File: src/rtl/bmpsd_pkg.sv
`default_nettype none
// ---------------------------------------------------------------------------
// bmpsd_pkg
// Shared types and constants of the BMP stream decoder.
// ---------------------------------------------------------------------------
package bmpsd_pkg;

  localparam int MAX_WIDTH_DEF   = 1024;
  localparam int MAX_HEIGHT_DEF  = 1024;
  localparam int PALETTE_ENTRIES = 256;
  localparam int PAL_AW          = $clog2(PALETTE_ENTRIES);
  localparam int PAL_DW          = 32;

  localparam logic [15:0] SIGNATURE   = 16'h4d42;
  localparam logic [31:0] HEADERS_END = 32'd54;
  localparam logic [31:0] PALETTE_END = 32'd1078;
  localparam logic [31:0] INFO_SIZE   = 32'd40;
  localparam logic [15:0] DEPTH_8     = 16'd8;
  localparam logic [15:0] DEPTH_24    = 16'd24;
  localparam logic [31:0] COMPR_MAX   = 32'd2;

  // last byte of each checked header field
  localparam logic [10:0] POS_SIGNATURE   = 11'd1;
  localparam logic [10:0] POS_FILE_SIZE   = 11'd5;
  localparam logic [10:0] POS_DATA_OFFSET = 11'd13;
  localparam logic [10:0] POS_INFO_SIZE   = 11'd17;
  localparam logic [10:0] POS_WIDTH       = 11'd21;
  localparam logic [10:0] POS_HEIGHT      = 11'd25;
  localparam logic [10:0] POS_DEPTH       = 11'd29;
  localparam logic [10:0] POS_COMPRESSION = 11'd33;
  localparam logic [10:0] POS_HEADER_LAST = 11'd53;
  localparam logic [10:0] POS_PAL_LAST    = 11'd1077;

  localparam logic KIND_PIXEL = 1'b0;
  localparam logic KIND_ERROR = 1'b1;

  typedef enum logic [2:0] {
    ERR_NONE        = 3'd0,
    ERR_SIGNATURE   = 3'd1,
    ERR_ZERO_SIZE   = 3'd2,
    ERR_OFFSET      = 3'd3,
    ERR_INFO_SIZE   = 3'd4,
    ERR_DEPTH       = 3'd5,
    ERR_COMPRESSION = 3'd6,
    ERR_TOO_LARGE   = 3'd7
  } err_code_t;

  typedef struct packed {
    logic             kind;
    logic [19:0]      addr;
    logic [31:0]      color;
    err_code_t        err;
    logic [10:0]      width;
    logic [10:0]      height;
    logic             last;
    logic             use_pal;
  } result_t;

  typedef struct packed {
    logic              we;
    logic [PAL_AW-1:0] addr;
    logic [PAL_DW-1:0] data;
  } pal_wr_t;

  typedef struct packed {
    logic              re;
    logic [PAL_AW-1:0] addr;
  } pal_rd_t;

endpackage

`default_nettype wire

File: src/rtl/bmpsd_parser.sv
`default_nettype none
// ---------------------------------------------------------------------------
// bmpsd_parser
// Header checks, palette load addressing and pixel assembly for one byte.
// ---------------------------------------------------------------------------
module bmpsd_parser #(
  parameter int MAX_WIDTH  = bmpsd_pkg::MAX_WIDTH_DEF,
  parameter int MAX_HEIGHT = bmpsd_pkg::MAX_HEIGHT_DEF
) (
  input  wire logic                clk,
  input  wire logic                rst_n,
  input  wire logic                in_fire,
  input  wire logic [7:0]          in_data_byte,
  input  wire logic                in_start_of_file,
  output logic                     res_valid,
  output bmpsd_pkg::result_t       res,
  output bmpsd_pkg::pal_wr_t       pal_wr,
  output bmpsd_pkg::pal_rd_t       pal_rd
);

  localparam int WW = $clog2(MAX_WIDTH + 1);
  localparam int HW = $clog2(MAX_HEIGHT + 1);

  typedef enum logic [3:0] {
    PH_HEADER  = 4'b0001,
    PH_PALETTE = 4'b0010,
    PH_PIXELS  = 4'b0100,
    PH_IDLE    = 4'b1000
  } phase_t;

  phase_t      phase_r, phase_c, phase_nxt;
  logic [10:0] pos_r, pos_c, pos_nxt;
  logic [31:0] field_r, field_c, field_nxt;
  logic [WW-1:0] width_r, width_c, width_nxt;
  logic [HW-1:0] height_r, height_c, height_nxt;
  logic        wide_r, wide_c, wide_nxt;
  logic        tall_r, tall_c, tall_nxt;
  logic        is8_r, is8_c, is8_nxt;
  logic [HW-1:0] row_r, row_c, row_nxt;
  logic [WW-1:0] col_r, col_c, col_nxt;
  logic [1:0]  pbi_r, pbi_c, pbi_nxt;
  logic [15:0] partial_r, partial_c, partial_nxt;
  logic [1:0]  pad_r, pad_c, pad_nxt;
  logic [19:0] base_r, base_nxt;

  logic [31:0] field_shift;
  logic [10:0] pal_off;
  logic [WW-1:0] col_inc;
  logic [HW-1:0] row_inc;
  logic [1:0]  width_low;
  logic [31:0] base_prod;
  logic        pix_emit;
  logic        pix_pal;
  logic [31:0] pix_color;
  bmpsd_pkg::err_code_t err;

  // restart takes effect before the byte that carries it is parsed
  assign phase_c   = in_start_of_file ? PH_HEADER : phase_r;
  assign pos_c     = in_start_of_file ? '0 : pos_r;
  assign field_c   = in_start_of_file ? '0 : field_r;
  assign width_c   = in_start_of_file ? '0 : width_r;
  assign height_c  = in_start_of_file ? '0 : height_r;
  assign wide_c    = in_start_of_file ? 1'b0 : wide_r;
  assign tall_c    = in_start_of_file ? 1'b0 : tall_r;
  assign is8_c     = in_start_of_file ? 1'b0 : is8_r;
  assign row_c     = in_start_of_file ? '0 : row_r;
  assign col_c     = in_start_of_file ? '0 : col_r;
  assign pbi_c     = in_start_of_file ? '0 : pbi_r;
  assign partial_c = in_start_of_file ? '0 : partial_r;
  assign pad_c     = in_start_of_file ? '0 : pad_r;

  assign field_shift = {in_data_byte, field_c[31:8]};
  assign pal_off     = pos_c - 11'(bmpsd_pkg::HEADERS_END);
  assign col_inc     = col_c + WW'(1);
  assign row_inc     = row_c + HW'(1);
  assign width_low   = 2'(width_c);
  assign base_prod   = 32'(height_c - HW'(1)) * 32'(width_c);

  always_comb begin
    phase_nxt   = phase_c;
    pos_nxt     = pos_c;
    field_nxt   = field_c;
    width_nxt   = width_c;
    height_nxt  = height_c;
    wide_nxt    = wide_c;
    tall_nxt    = tall_c;
    is8_nxt     = is8_c;
    row_nxt     = row_c;
    col_nxt     = col_c;
    pbi_nxt     = pbi_c;
    partial_nxt = partial_c;
    pad_nxt     = pad_c;
    base_nxt    = base_r;
    err         = bmpsd_pkg::ERR_NONE;
    pix_emit    = 1'b0;
    pix_pal     = 1'b0;
    pix_color   = '0;
    res_valid   = 1'b0;
    res         = '0;
    pal_wr      = '0;
    pal_rd      = '0;

    unique case (phase_c)
      PH_HEADER: begin
        field_nxt = field_shift;
        case (pos_c)
          bmpsd_pkg::POS_SIGNATURE: begin
            if (field_shift[31:16] != bmpsd_pkg::SIGNATURE) err = bmpsd_pkg::ERR_SIGNATURE;
          end
          bmpsd_pkg::POS_FILE_SIZE: begin
            if (field_shift == '0) err = bmpsd_pkg::ERR_ZERO_SIZE;
          end
          bmpsd_pkg::POS_DATA_OFFSET: begin
            if (field_shift != bmpsd_pkg::HEADERS_END && field_shift != bmpsd_pkg::PALETTE_END)
              err = bmpsd_pkg::ERR_OFFSET;
          end
          bmpsd_pkg::POS_INFO_SIZE: begin
            if (field_shift != bmpsd_pkg::INFO_SIZE) err = bmpsd_pkg::ERR_INFO_SIZE;
          end
          bmpsd_pkg::POS_WIDTH: begin
            width_nxt = WW'(field_shift);
            wide_nxt  = field_shift > 32'(MAX_WIDTH);
          end
          bmpsd_pkg::POS_HEIGHT: begin
            height_nxt = HW'(field_shift);
            tall_nxt   = field_shift > 32'(MAX_HEIGHT);
          end
          bmpsd_pkg::POS_DEPTH: begin
            if (field_shift[31:16] != bmpsd_pkg::DEPTH_8 &&
                field_shift[31:16] != bmpsd_pkg::DEPTH_24) begin
              err = bmpsd_pkg::ERR_DEPTH;
            end else begin
              is8_nxt = field_shift[31:16] == bmpsd_pkg::DEPTH_8;
            end
          end
          bmpsd_pkg::POS_COMPRESSION: begin
            if (field_shift > bmpsd_pkg::COMPR_MAX) err = bmpsd_pkg::ERR_COMPRESSION;
            else if (wide_c || tall_c) err = bmpsd_pkg::ERR_TOO_LARGE;
          end
          default: ;
        endcase
        if (err != bmpsd_pkg::ERR_NONE) begin
          phase_nxt = PH_IDLE;
          res_valid = in_fire;
          res.kind  = bmpsd_pkg::KIND_ERROR;
          res.err   = err;
        end else begin
          pos_nxt = pos_c + 11'd1;
          if (pos_c == bmpsd_pkg::POS_HEADER_LAST) begin
            base_nxt = 20'(base_prod);
            if (width_c == '0 || height_c == '0) phase_nxt = PH_IDLE;
            else if (is8_c) phase_nxt = PH_PALETTE;
            else phase_nxt = PH_PIXELS;
          end
        end
      end
      PH_PALETTE: begin
        field_nxt = field_shift;
        if (pal_off[1:0] == 2'd3) begin
          pal_wr.we   = in_fire;
          pal_wr.addr = pal_off[bmpsd_pkg::PAL_AW+1:2];
          pal_wr.data = field_shift;
        end
        pos_nxt = pos_c + 11'd1;
        if (pos_c == bmpsd_pkg::POS_PAL_LAST) phase_nxt = PH_PIXELS;
      end
      PH_PIXELS: begin
        if (pad_c != 2'd0) begin
          pad_nxt = pad_c - 2'd1;
        end else if (is8_c) begin
          pix_emit    = 1'b1;
          pix_pal     = 1'b1;
          pal_rd.re   = in_fire;
          pal_rd.addr = in_data_byte[bmpsd_pkg::PAL_AW-1:0];
        end else begin
          case (pbi_c)
            2'd0: begin
              partial_nxt = {8'h00, in_data_byte};
              pbi_nxt     = 2'd1;
            end
            2'd1: begin
              partial_nxt = {in_data_byte, partial_c[7:0]};
              pbi_nxt     = 2'd2;
            end
            default: begin
              pbi_nxt   = 2'd0;
              pix_emit  = 1'b1;
              pix_color = {8'h00, in_data_byte, partial_c};
            end
          endcase
        end
        if (pix_emit) begin
          res_valid   = in_fire;
          res.kind    = bmpsd_pkg::KIND_PIXEL;
          res.addr    = base_r + 20'(col_c);
          res.color   = pix_color;
          res.use_pal = pix_pal;
          res.width   = 11'(width_c);
          res.height  = 11'(height_c);
          if (col_inc >= width_c) begin
            col_nxt  = '0;
            row_nxt  = row_inc;
            base_nxt = base_r - 20'(width_c);
            if (row_inc >= height_c) begin
              res.last  = 1'b1;
              phase_nxt = PH_IDLE;
            end else begin
              pad_nxt = is8_c ? 2'd0 - width_low : width_low;
            end
          end else begin
            col_nxt = col_inc;
          end
        end
      end
      PH_IDLE: ;
      default: ;
    endcase
  end

  always_ff @(posedge clk) begin
    if (!rst_n) begin
      phase_r   <= PH_HEADER;
      pos_r     <= '0;
      field_r   <= '0;
      width_r   <= '0;
      height_r  <= '0;
      wide_r    <= 1'b0;
      tall_r    <= 1'b0;
      is8_r     <= 1'b0;
      row_r     <= '0;
      col_r     <= '0;
      pbi_r     <= '0;
      partial_r <= '0;
      pad_r     <= '0;
      base_r    <= '0;
    end else if (in_fire) begin
      phase_r   <= phase_nxt;
      pos_r     <= pos_nxt;
      field_r   <= field_nxt;
      width_r   <= width_nxt;
      height_r  <= height_nxt;
      wide_r    <= wide_nxt;
      tall_r    <= tall_nxt;
      is8_r     <= is8_nxt;
      row_r     <= row_nxt;
      col_r     <= col_nxt;
      pbi_r     <= pbi_nxt;
      partial_r <= partial_nxt;
      pad_r     <= pad_nxt;
      base_r    <= base_nxt;
    end
  end

endmodule

`default_nettype wire

File: config.mk
export PLATFORM = sky130hd
export DESIGN_NAME = bmpsd_parser
export DESIGN_NICKNAME = d
export VERILOG_FILES = /design/src/rtl/bmpsd_pkg.sv /design/src/rtl/bmpsd_parser.sv
export SDC_FILE = /design/constraint.sdc
export NUM_CORES = 1
export LEC_CHECK = 0
export ABC_CLOCK_PERIOD_IN_PS = 8950
export BUFFER_PORTS_ARGS = -buffer_cell sky130_fd_sc_hd__buf_2
export CAP_MARGIN = 20
export CELL_PAD_IN_SITES_DETAIL_PLACEMENT = 0
export CELL_PAD_IN_SITES_GLOBAL_PLACEMENT = 1
export CORE_MARGIN = 2
export CORE_UTILIZATION = 45
export DETAILED_ROUTE_END_ITERATION = 8
export GPL_TIMING_DRIVEN = 0
export PLACE_DENSITY = 0.81
export SYNTH_ARGS = -nofsm -noshare
export SYNTH_HDL_FRONTEND = slang
export SYNTH_SLANG_ARGS = --single-unit
File: constraint.sdc
create_clock -name clk -period 8.95 [get_ports clk]
set_clock_uncertainty 0.15 [all_clocks]
set_input_delay 0.4475 -clock clk [delete_from_list [all_inputs] [get_ports clk]]
set_output_delay 0.4475 -clock clk [all_outputs]
set_load 0.01 [all_outputs]
---- After elaboration in Yosys (flattened, before gate mapping) ----
Cells that the tools add are included.
storage, ports and cells
  output and inout port bits .............. 131
  word-level logic and storage cells ...... 165
  input bits .............................. 12
  flip-flop bits (word level) ............. 126
operators by class
  eq/ne operators ......................... 26
  reductions and logical operators ........ 14
  add/subtract/negate cells ............... 9
  multipliers ............................. 1
  mux-type cells .......................... 97
  order comparisons ....................... 4
operator list
  operator                                                  number
  two-way mux 11 bit                                        16
  two-way mux 24 bit                                        5
  two-way mux 52 bit                                        2
  two-way mux 41 bit                                        2
  two-way mux 20 bit                                        4
  two-way mux 16 bit                                        4
  two-way mux 32 bit                                        2
  inequality test 32 x 6 -> 1 bit (second input constant)   2
  == test 11 x 5 -> 1 bit (second input constant)           4
  one-hot mux 20 bit (2 select lines)                       1
  adder 11 x 1 -> 11 bit (second input constant)            3
  > comparator 32 x 11 -> 1 bit (second input constant)     1
  > comparator 32 x 2 -> 1 bit (second input constant)      1
  logical NOT 32 bit                                        1
  two-way mux 4 bit                                         8
  inequality test 32 x 11 -> 1 bit (second input constant)  1
  one-hot mux 16 bit (2 select lines)                       1
  two-way mux 9 bit                                         3
  two-way mux 2 bit                                         13
  two-way mux 3 bit                                         8
  == test 11 x 6 -> 1 bit (second input constant)           2
  greater-or-equal comparator 11 bit                        2
  logical NOT 11 bit                                        2
  two-way mux 1 bit                                         22
  other kinds (33)                                          41

---- Logic depth before layout (Yosys ltp) ----
Gate-level depths: netlist (run 1).
  depth in word-level cells ............... 9
  mapped depth ............................ 27
  gate-level depth less buffers ........... 23

---- Least setup slack after synthesis (run 1) ----
No wires, ideal clock.
  path kind ............................... input port to flip-flop
  start point ............................. input in_start_of_file
  end point ............................... register base_r[19]
  data required time ...................... 8,667 ps
  setup time .............................. 133 ps
  cell stages on the path ................. 25
  path slack .............................. 2,135 ps
  arrival time ............................ 6,532 ps
  path buffers ............................ 6
  cells stage by stage .................... clkbuf_1 > clkbuf_1 > clkbuf_1 > buf_2 > clkbuf_1 > or3_1 > clkbuf_1 > nand2_1 > fa_1 > inv_1 > fa_1 > ha_1 > fa_1 > inv_1 > fa_1 > inv_1 > ha_1 > and3_1 > a221o_1 > o221a_2 > a311o_1 > a41oi_1 > nor3_1 > o21ai_1 > a31oi_1
on the way
  longest elaborated chain between the ends .. 9
  elaborated cells between the ends (all ways) .. 65
  those cells by class .................... add/sub (3); mul (1); order compare (2); eq/ne (20); mux (29); reduce/logical (10)
ends and longest elaborated chain
  element                                                               RTL line             source
  from (decl)                                                           bmpsd_parser.sv:14   input wire logic in_start_of_file,
  branches (longest 9 deep; another with multiplier 12 x 12 -> 20 bit)  --
  to (signal assigned)                                                  bmpsd_parser.sv:250  base_r <= base_nxt;
  to (decl)                                                             bmpsd_parser.sv:44   logic [19:0] base_r, base_nxt;
Several ways; the timed one is not identified. The select of a mux whose other input is x is not followed.
A chain may end at the register's enable or synchronous reset.

---- Final worst setup path (run 1) ----
Ends and elaborated chain as after synthesis.

==> impl_results.md, run 1 <==
* Status: complete, no violations
* First-pass GRT wire length at slightly above 70,000 um
* Buf/Inv on CP at 10
* Rows at 64
* Post-synth top area share at 0.1830
* Mux share of post-synthesis cell area at 0.003902
* CP Max Fanout at 10
* CTS H-Tree Depth at 4
* Synth top cells by count: nand2_1 (208), nor2_1 (190), inv_1 (180)
* Most frequent cell after synthesis: nand2_1
* Largest cells by area after synthesis: dfxtp_1 (18%), fa_1 (15%), ha_1 (8.4%)
* Final setup margin at around 0.44 ns
* R2r startpoint: height_r[0]
* Seq pwr share at 0.423
* Combinational power share at 0.096
* Max-slew headroom at the worst pin at 0.2713
* CTS tree: yes
* Library cells used by synthesis at 90
* Largest net degree at the start of global routing at 17
* CTS Buf Count at 17
* Skew-Pair Late Insertion Delay at around 0.45 ns
* Hold Path Class: in -> reg
* Simple-gate share of the synthesized area at 0.2659
* Post-synth EDFFs at 0
* RSZ-0062 raised after global routing: false
* Die X at ~180 um
* Dpl hpwl at ~36,000 um
* Worst-margin pin slew at around 1.1 ns
* Hold depth at 3
* Fmax at ~120 MHz
* Pre-antenna DRT Iters at 6
* Flop-to-flop setup slack at around 1.4 ns
* Die area at 32,050 um^2
* Crit path from: in_start_of_file
* Worst Path Arrival at around 8.7 ns
* Layout Nets at approximately 2,200
* Area grow syn2layout at 12.68%
* Via density at between 5 and 6
* # DRC at 0
* Final worst path period share at 0.9506
* Core area at just over 30,000 um^2
* Routed WL per cell at 19.27 um
* Setup CP Type: in -> reg
* Fin. Hold Viols at 0
* Root Driver: clkbuf_16
* Synth Area in Compound Gates at 0.1820
* Yosys warning count at 0
* Final setup vio count at 0
* Critical Path Max Stage Delay at 0.59 ns
* RR Endpoint: base_r[19]
* Routed wire length at 45,720 um
* Worst slack at placement at -0.1554 ns
* Asr flop ratio synth at 0
* Slowest cell on crit path: clkbuf_1
* Clock share of power at 0.481
* Hold_sp: in_data_byte[7]
* PD cells at between 80 and 90 nW/um^2
* #FFs+latches synth at around 130
* Vias in the first global route at between 10,000 and 15,000
* Synth Area in Adders at 0.2390
* Largest area contributor in the netlist: dfxtp_1
* Area of the mapped netlist at 13,790 um^2
* Internal at between 900 and 1000 uW
* Total power at about 1400 uW
* Vias post-DR at ~14,000
* Post-synthesis sequential area ratio at 0.1830
* Final Util at 0.5119
* Final Max Tran Viols at 0
* Clk sinks at around 130
* Hold WS at 0.1740 ns
* IO Port Bufs at 134
* Die Y at 179.0 um
* Worst EP required at 9.09 ns
* Fillers at 3,029
* Largest family of logic cells by synthesized area: simple AND/OR/NAND/NOR gates
* Kind of cell adding the most delay to the critical path: buffers and inverters
* Min Clock Period, post-route at approximately 8.5 ns
* Setup crit end kind: register
* Hold path endpoint: field_r[31]
* Ports at 143
* Initial antenna violation count at 1
* Leak at approximately 0.0073 uW
* R2R depth at 23
* Postcts setup bufs at 0
* Clock buffer depth at 2
* Total global routing overflow at 0
* Worst setup SP type: input pin
* Post-Layout Cell Count at 2,373
* Post-Syn Instances at around 1,800
* Layout cells sized above 1 at 0.1123
* MaxCap Viol Count at 0
* NetSw at around 380 uW
* Net Sw Frac at 0.2816
* Post-synthesis average cell area at around 7.7 um^2
* Routed Antenna Nets at 0
* Clock slew at reported path FFs at about 0.060 ns
* # placed instances at 2,340
* Starting Density at 0.4543
* Total track usage at 0.2922
* Gpl congestion at slightly above 0.9
* Worst VDD drop at between 0.1 and 0.15 mV
* XOR/XNOR Fraction of Synth Area at 0.04447
* Iter 0 DRT Violations at between 1,000 and 1,500
* Synth Flop Type: dfxtp_1
-- tightest hold or removal path: stages --
cell	delay (ns)
buf_2	0.15
nand2_1	0.06
a21oi_1	0.05
-- cell type report --
cell class	instances	area [um^2]	area share
timing repair buffer	137	690.7	0.04446
inverter	183	686.9	0.04422
buffer	102	436.7	0.02811
antenna	1	2.502	0.0001611
clock buffer	19	432.9	0.02787
sequential	126	2522	0.1624
multi-input combinational	1397	10170	0.6546
clock inverter	12	98.84	0.006363
tap	396	495.5	0.03189
-- cells by family after synthesis --
| logic type | count (synthesis) |
|---|---|
| AOI/OAI and AO/OA | 372 |
| muxes | 5 |
| buffers and inverters | 285 |
| DFF | 126 |
| adders and majority gates | 200 |
| and+or+nand+nor | 742 |
| xor gates and xnor gates | 70 |
| other | 1 |
-- routing by layer --
layer	vias up	global-route usage	part of all wire
met5	-	0	0
met4	0	0.1233	0.034
li1	6456	-	-
met1	6558	0.3759	0.43
met2	548	0.4790	0.47
met3	93	0.05577	0.071
-- repair_timing --
action                                  in CTS  in global routing
gates resized for setup                      0                  2
hold buffers                                 0                  0
endpoints found under the hold margin        0                  0
endpoints found under the setup margin       0                  1
-- power groups by stage --
stage	sequential [uW]	clock [uW]	combinational (uW)
floorplan	585	0	80.6
global placement	589	0	127
detailed placement	589	0	127
CTS	576	662	127
global route	577	690	140
finish	577	656	130
-- stage by stage --
step / area, um^2 / setup TNS (ns)
floorplan: 13810 / 0
global placement: 14980 / -0.1322
detailed placement: 14990 / -0.1554
CTS: 15520 / 0
global route: 15530 / 0
finish: 15530 / 0
-- cell usage in the layout, fill, tap and decap left out, types with 69 or more instances in the layout --
master and count:
dfxtp_1 126, inv_1 180, clkbuf_1 82, buf_2 141
fa_1 106, and2_1 70, o21ai_0 69, a21oi_1 91
ha_1 93, nand2_1 208, nor2_1 190
-- worst max path at each step --
stage            endpoint  slack, ns  cells past startpoint
2_1_floorplan  base_r[19]       2.14                     25
3_3_place_gp   base_r[19]      -0.13                     26
3_5_place_dp   base_r[19]      -0.16                     26
4_1_cts        base_r[19]       0.30                     26
5_1_grt        base_r[19]       0.02                     28
6_report       base_r[19]       0.44                     26
-- registers in the layout (all words and copies together), names as in the netlist --
signal,count
row_r,11
col_r,11
wide_r,1
tall_r,1
base_r,20
partial_r,16
width_r,11
pad_r,2
pbi_r,2
phase_r,4
field_r,24
height_r,11
pos_r,11
is8_r,1
Power figures use the tool's default switching activity.
==> run 2, diff against run 1 <==
--- a/config.mk
+++ b/config.mk
@@ -5,7 +5,6 @@
 export SDC_FILE = /design/constraint.sdc
 export NUM_CORES = 1
 export LEC_CHECK = 0
-export ABC_CLOCK_PERIOD_IN_PS = 8950
 export BUFFER_PORTS_ARGS = -buffer_cell sky130_fd_sc_hd__buf_2
 export CAP_MARGIN = 20
 export CELL_PAD_IN_SITES_DETAIL_PLACEMENT = 0
@@ -13,7 +12,7 @@
 export CORE_MARGIN = 2
 export CORE_UTILIZATION = 45
 export DETAILED_ROUTE_END_ITERATION = 8
-export GPL_TIMING_DRIVEN = 0
+export GPL_TIMING_DRIVEN = 1
 export PLACE_DENSITY = 0.81
 export SYNTH_ARGS = -nofsm -noshare
 export SYNTH_HDL_FRONTEND = slang
==> impl_results.md, run 2 (synthesis gave the netlist of run 1 again) <==
* Setup TNS at 0 ns (unchanged)
* Dpl hpwl at 30,380 um (-15%)
* Hold Path Class: in -> reg
* IO Port Bufs at 134 (unchanged)
* Setup crit end kind: register
* PD cells at 88.61 nW/um^2 (+1.0%)
* Final worst path period share at 0.8054 (-0.1452)
* Slowest cell on crit path: or4_4
* Status: complete, no violations
* Critical Path Max Stage Delay at 0.68 ns (+0.09 ns)
* CTS Buf Count at 17 (unchanged)
* Routed Antenna Nets at 0 (unchanged)
* Fmax at 138.7 MHz (+18%)
* M1 wire length at 18,670 um (-4.9%)
* Max-slew headroom at the worst pin at 0.2309 (-0.04042)
* Combinational power share at 0.078 (-0.018)
* Clock buffer depth at 2 (unchanged)
* Min Clock Period, post-route at 7.208 ns (-1.299 ns)
* Skew-Pair Late Insertion Delay at 0.43 ns (-0.02 ns)
* Max reg flops at 24 (unchanged)
* Setup CP Type: reg -> reg
* Fillers at 3,001 (-0.92%)
* RSZ-0062 raised after global routing: false
* Final setup vio count at 0 (unchanged)
* Die Y at 179.0 um (unchanged)
* Top flop regs: field_r x24, base_r x20, partial_r x16
* Postcts setup bufs at 0 (unchanged)
* Clock slew at reported path FFs at 0.06 ns (about the same)
* Fin. Hold Viols at 0 (unchanged)
* Via density at 5.676 (-1.4%)
* Register area at 2522 um^2 (unchanged)
* MaxCap Viol Count at 0 (unchanged)
* Die X at 179.0 um (unchanged)
* Seq pwr share at 0.427 (+0.004)
* R2R depth at 20 (-13%)
* Internal at 972.5 uW (-0.66%)
* Net Sw Frac at 0.2801 (-0.001596)
* Largest reg by FF count: field_r
* Most frequent cells in the layout: nand2_1 (208), nor2_1 (189), inv_1 (180)
* # resized after CTS at 0 (unchanged)
* # DRC at 0 (unchanged)
* Final Util at 0.5023 (-0.009564)
* Starting Density at 0.4543 (unchanged)
* Most common cell after layout, fill and taps aside: nand2_1
* Ports at 143 (unchanged)
* Routed WL per cell at 17.80 um (-7.6%)
* CTS Hold Bufs at 0 (unchanged)
* Hold depth at 3 (unchanged)
* Worst EP required at 9.08 ns (about the same)
* Worst-margin pin slew at 1.151 ns (+0.06228 ns)
* WL met2 at 19,100 um (-10%)
* Initial antenna violation count at 0 (-1)
* Vias post-DR at 12,980 (-5.0%)
* Pre-antenna DRT Iters at 5 (-1)
* Layout cells sized above 1 at 0.1196 (+0.007229)
* Die area at 32,050 um^2 (unchanged)
* NetSw at 378.3 uW (-1.4%)
* Clock share of power at 0.495 (+0.014)
* First-pass GRT wire length at 65,350 um (-9.0%)
* CTS tree: yes
* Iter 0 DRT Violations at 1,056 (-6.5%)
* Vias in the first global route at 12,200 (-6.9%)
* Gpl congestion at 0.9013 (-1.5%)
* CP dominant cell by count: fa_1
* Highest routed layer: met4
* Worst Path Arrival at 7.34 ns (-1.31 ns)
* Largest net degree at the start of global routing at 62 (+45)
* Routed met3 length at 2379 um (-27%)
* Layout Nets at 2,088 (-4.0%)
* Worst VDD drop at 0.1163 mV (-15%)
* CTS H-Tree Depth at 4 (unchanged)
* Root Driver: clkbuf_16
* Diode count at 0 (-1)
* Leak at 0.007167 uW (-1.4%)
* Total global routing overflow at 0 (unchanged)
* Final Max Tran Viols at 0 (unchanged)
* CP Max Fanout at 18 (+8)
* Worst setup SP type: register
* Multi-input logic area at 10,180 um^2 (about the same)
* Rows at 64 (unchanged)
* Routed wire length at 40,700 um (-11%)
* CP cell instances: or4_4 > or4_1 > o21ai_4 > nand2_1 > fa_1 > inv_1 > fa_1 > fa_1 > fa_1 > inv_1 > fa_1 > inv_1 > ha_1 > and2_1 > a22o_1 > a311o_1 > a41oi_1 > nor3_1 > o21ai_1 > a31oi_1
* Area grow syn2layout at 10.57%
* Clk sinks at 126 (unchanged)
* Core area at 30,350 um^2 (unchanged)
* Total track usage at 0.2570 (-0.03525)
-- run 2: metrics by stage --
stage / power (uW) / hold WS, ns / std cells / cell area (um^2) / worst slack [ns]
2_1_floorplan: 665.7 / 0.2950 / 1808 / 13810 / 2.135
3_3_place_gp: 693.2 / 0.3067 / 2252 / 14670 / 1.824
3_5_place_dp: 693.5 / 0.3134 / 2254 / 14690 / 1.737
4_1_cts: 1359 / 0.1622 / 2286 / 15240 / 1.732
5_1_grt: 1393 / 0.1923 / 2286 / 15240 / 1.320
6_report: 1351 / 0.1752 / 2286 / 15240 / 1.742
-- run 2: final timing paths --
check                                     start          end  slack (ns)
worst min register to register         col_r[8]     col_r[8]        0.32
worst min-delay path            in_data_byte[1]  field_r[25]        0.18
worst max-delay path                height_r[0]   base_r[19]        1.74
worst max register to register      height_r[0]   base_r[19]        1.74
-- run 2: per-layer routing --
layer  track usage  vias up
li1              -     6276
met1        0.3548     6197
met2        0.4231      453
met3       0.03605       49
met4       0.06335        0
met5             0        -
-- run 2: cell type report --
type                            instances  share of cell area
Inverter                              183             0.04514
Clock buffer                           21             0.03086
Clock inverter                         11            0.005499
Tap cell                              396             0.03250
Multi-Input combinational cell       1397              0.6677
Timing Repair Buffer                  152             0.05286
Sequential cell                       126              0.1655
-- run 2: critical path: cells and delay by family, from the launching register on --
family | cells | cell delay, ns
simple gates | 5 | 1.83
buf+inv | 3 | 0.16
compound gates | 6 | 1.39
fa+ha+maj | 6 | 2.99
flops | 1 | 0.54
-- run 2: power groups by stage --
| stage | Combinational (uW) | Sequential [uW] | Clock, uW |
|---|---|---|---|
| floorplan | 80.6 | 585 | 0 |
| global placement | 105 | 589 | 0 |
| detailed placement | 105 | 589 | 0 |
| CTS | 105 | 576 | 677 |
| global route | 116 | 577 | 701 |
| finish | 106 | 577 | 668 |
==> run 3, diff against run 2 <==
--- a/config.mk
+++ b/config.mk
@@ -5,15 +5,16 @@
 export SDC_FILE = /design/constraint.sdc
 export NUM_CORES = 1
 export LEC_CHECK = 0
+export ABC_AREA = 1
 export BUFFER_PORTS_ARGS = -buffer_cell sky130_fd_sc_hd__buf_2
 export CAP_MARGIN = 20
 export CELL_PAD_IN_SITES_DETAIL_PLACEMENT = 0
 export CELL_PAD_IN_SITES_GLOBAL_PLACEMENT = 1
 export CORE_MARGIN = 2
-export CORE_UTILIZATION = 45
+export CORE_UTILIZATION = 44
 export DETAILED_ROUTE_END_ITERATION = 8
 export GPL_TIMING_DRIVEN = 1
-export PLACE_DENSITY = 0.81
+export PLACE_DENSITY = 0.82
 export SYNTH_ARGS = -nofsm -noshare
 export SYNTH_HDL_FRONTEND = slang
 export SYNTH_SLANG_ARGS = --single-unit
==> constraint.sdc (replaced) <==
create_clock -name clk -period 6.9 [get_ports clk]
set_clock_uncertainty 0.15 [all_clocks]
set_input_delay 0.345 -clock clk [delete_from_list [all_inputs] [get_ports clk]]
set_output_delay 0.345 -clock clk [all_outputs]
set_load 0.01 [all_outputs]
==> impl_results.md, run 3 <==
* Die X at 188.8 um (+5.4%)
* # DRC at 0 (unchanged)
* Slowest cell on crit path: dfxtp_1
* # resized after CTS at 0 (unchanged)
* #FFs+latches synth at 126 (unchanged)
* WL met2 at 22,450 um (+18%)
* Total global routing overflow at 0 (unchanged)
* Largest cells by area after synthesis: dfxtp_1 (17%), fa_1 (14%), nand2_1 (12%)
* Largest reg by FF count: field_r
* Skew-Pair Late Insertion Delay at 0.44 ns (about the same)
* Register area at 2522 um^2 (unchanged)
* Leak at 0.008544 uW (+19%)
* Fin. Hold Viols at 0 (unchanged)
* NetSw at 704.8 uW (+86%)
* Setup TNS at 0 ns (unchanged)
* Hold_sp: in_fire
* Library cells used by synthesis at 51 (-43%)
* Yosys warning count at 0 (unchanged)
* Worst VDD drop at 0.1852 mV (+59%)
* Dpl hpwl at 36,040 um (+19%)
* RSZ-0062 raised after global routing: false
* First-pass GRT wire length at 75,660 um (+16%)
* Most common cell after layout, fill and taps aside: nand2_1
* Vias post-DR at 15,380 (+19%)
* Hold path endpoint: phase_r[0]
* Die Y at 188.8 um (+5.4%)
* Postcts setup bufs at 0 (unchanged)
* Crit path from: height_r[0]
* R2R depth at 30 (+50%)
* R2r startpoint: height_r[0]
* Routed wire length at 47,150 um (+16%)
* Post-Layout Inst Area at 16,690 um^2 (+9.5%)
* CP Max Fanout at 11 (-7)
* Largest area contributor in the netlist: dfxtp_1
* Final setup vio count at 0 (unchanged)
* Worst setup SP type: register
* CTS Buf Count at 17 (unchanged)
* Root Driver: clkbuf_16
* Seq pwr share at 0.372 (-0.055)
* MaxCap Viol Count at 0 (unchanged)
* Clock buffer depth at 2 (unchanged)
* Fmax at 157.7 MHz (+14%)
* Min Clock Period, post-route at 6.341 ns (-0.8677 ns)
* Post-synthesis sequential area ratio at 0.1679 (-0.01505)
* Worst EP required at 7.09 ns (-1.99 ns)
* Clk sinks at 126 (unchanged)
* Clock share of power at 0.431 (-0.064)
* Post-synthesis average cell area at 6.396 um^2 (-16%)
* Highest routed layer: met4
* CTS H-Tree Depth at 4 (unchanged)
* Worst-margin pin slew at 0.9988 ns (-0.1524 ns)
* Setup crit end kind: register
* Internal at 1415 uW (+45%)
* RR Endpoint: base_r[16]
* Pre-antenna DRT Iters at 6 (+1)
* Starting Density at 0.4469 (-0.007374)
* Final Max Tran Viols at 0 (unchanged)
* Hold Path Class: in -> reg
* Diode count at 0 (unchanged)
* Combinational power share at 0.196 (+0.118)
* Largest net degree at the start of global routing at 112 (+81%)
* Setup CP Type: reg -> reg
* PD cells at 127.0 nW/um^2 (+43%)
* Top flop regs: field_r x24, base_r x20, partial_r x16
* Iter 0 DRT Violations at 1,080 (+2.3%)
* Placed cell area at 16,060 um^2 (+9.3%)
* CTS tree: yes
* Hold WS at 0.1121 ns (-0.06314 ns)
* Critical Path Max Stage Delay at 0.56 ns (-0.12 ns)
* Flop-to-flop setup slack at 0.56 ns (-1.18 ns)
* Clock slew at reported path FFs at 0.06 ns (about the same)
* Final worst path period share at 0.9189 (+0.1135)
* Layout Nets at 2,656 (+27%)
* Layout cells sized above 1 at 0.1037 (-0.01583)
* Ports at 143 (unchanged)
* Post-synth top area share at 0.1679 (-0.01505)
* Post-Syn Instances at 2,349 (+30%)
* Routed met3 length at 2337 um (-1.8%)
* Worst Path Arrival at 6.53 ns (-0.81 ns)
* Routed Antenna Nets at 0 (unchanged)
* Total track usage at 0.2655 (+0.008490)
* M1 wire length at 21,310 um (+14%)
* Max reg flops at 24 (unchanged)
* Max-slew headroom at the worst pin at 0.3300 (+0.09906)
* Most frequent cell after synthesis: nand2_1
* Synth top cells by count: nand2_1 (492), inv_1 (430), nor2_1 (316)
* Most frequent cells in the layout: nand2_1 (492), inv_1 (430), nor2_1 (314)
* Fillers at 3,570 (+19%)
* Initial antenna violation count at 1 (+1)
* Routed WL per cell at 16.23 um (-8.9%)
* Post-synth EDFFs at 0 (unchanged)
* Synth Flop Type: dfxtp_1
* Rows at 67 (+4.7%)
* CP dominant cell by count: nand2_1
* Net Sw Frac at 0.3325 (+0.05245)
* Area grow syn2layout at 11.10%
* Hold depth at 3 (unchanged)
* Multi-input logic area at 10,400 um^2 (+2.2%)
* Core area at 33,620 um^2 (+11%)
* Area of the mapped netlist at 15,020 um^2 (+9.0%)
* Status: complete, no violations
* CTS Hold Bufs at 0 (unchanged)
* Vias in the first global route at 14,450 (+18%)
* Die area at 35,640 um^2 (+11%)
* Gpl congestion at 0.9272 (+2.9%)
* IO Port Bufs at 134 (unchanged)
* Asr flop ratio synth at 0 (unchanged)
* Via density at 5.294 (-6.7%)
## run 3: kinds of logic (layout without fill, tap and decap cells)
family	count (synthesis)	count (layout)	share of synthesized area
AND/OR/NAND/NOR	1011	1011	0.2803
buffers and inverters	542	644	0.1422
AO/OA/AOI/OAI	436	436	0.1707
adder cells (fa/ha/maj)	199	199	0.2187
flip-flops	126	126	0.1679
XOR/XNOR	33	33	0.01924
other	1	8	0.0002496
multiplexers	1	1	0.0006663
## run 3: how the worst max path moves through the flow
stage                      end  slack [ns]  cells after the start
detailed placement  base_r[16]        0.22                     34
floorplan           base_r[16]        0.67                     35
global placement    base_r[16]        0.34                     34
CTS                 base_r[16]        0.30                     32
finish              base_r[16]        0.56                     30
global route        base_r[16]        0.03                     30
## run 3: power groups by stage
| stage | clock, uW | combinational (uW) | sequential (uW) |
|---|---|---|---|
| CTS | 924 | 411 | 789 |
| global route | 954 | 468 | 793 |
| detailed placement | 0 | 409 | 805 |
| finish | 914 | 416 | 789 |
| global placement | 0 | 402 | 804 |
| floorplan | 0 | 320 | 796 |
## run 3: metrics by stage
step / util / std cells / total power (uW) / setup WS (ns)
detailed placement: 0.4778 / 2872 / 1213 / 0.2236
floorplan: - / 2356 / 1117 / 0.6669
finish: 0.4965 / 2906 / 2120 / 0.5593
global route: 0.4965 / 2906 / 2215 / 0.02822
global placement: 0.4772 / 2871 / 1206 / 0.3385
CTS: 0.4950 / 2904 / 2123 / 0.3026
## run 3: critical path, delay by kind of cell (launching register included)
family / cells / cell delay [ns]
compound gates: 1 / 0.07
fa+ha+maj: 6 / 2.92
buf+inv: 4 / 0.22
flops: 1 / 0.56
simple gates: 19 / 2.32
## run 3: per-layer routing
metal  global-route usage  up-vias
met5                    0        -
met4              0.08023        0
met3              0.03278       50
met2               0.4507      470
met1               0.3526     7180
li1                     -     7683
## run 3: final cells by class
class	count	area share
multi-input combinational	1688	0.6232
sequential	126	0.1511
inverter	447	0.1008
timing repair buffer	165	0.05667
tap	448	0.03358
clock buffer	20	0.02796
clock inverter	12	0.006672
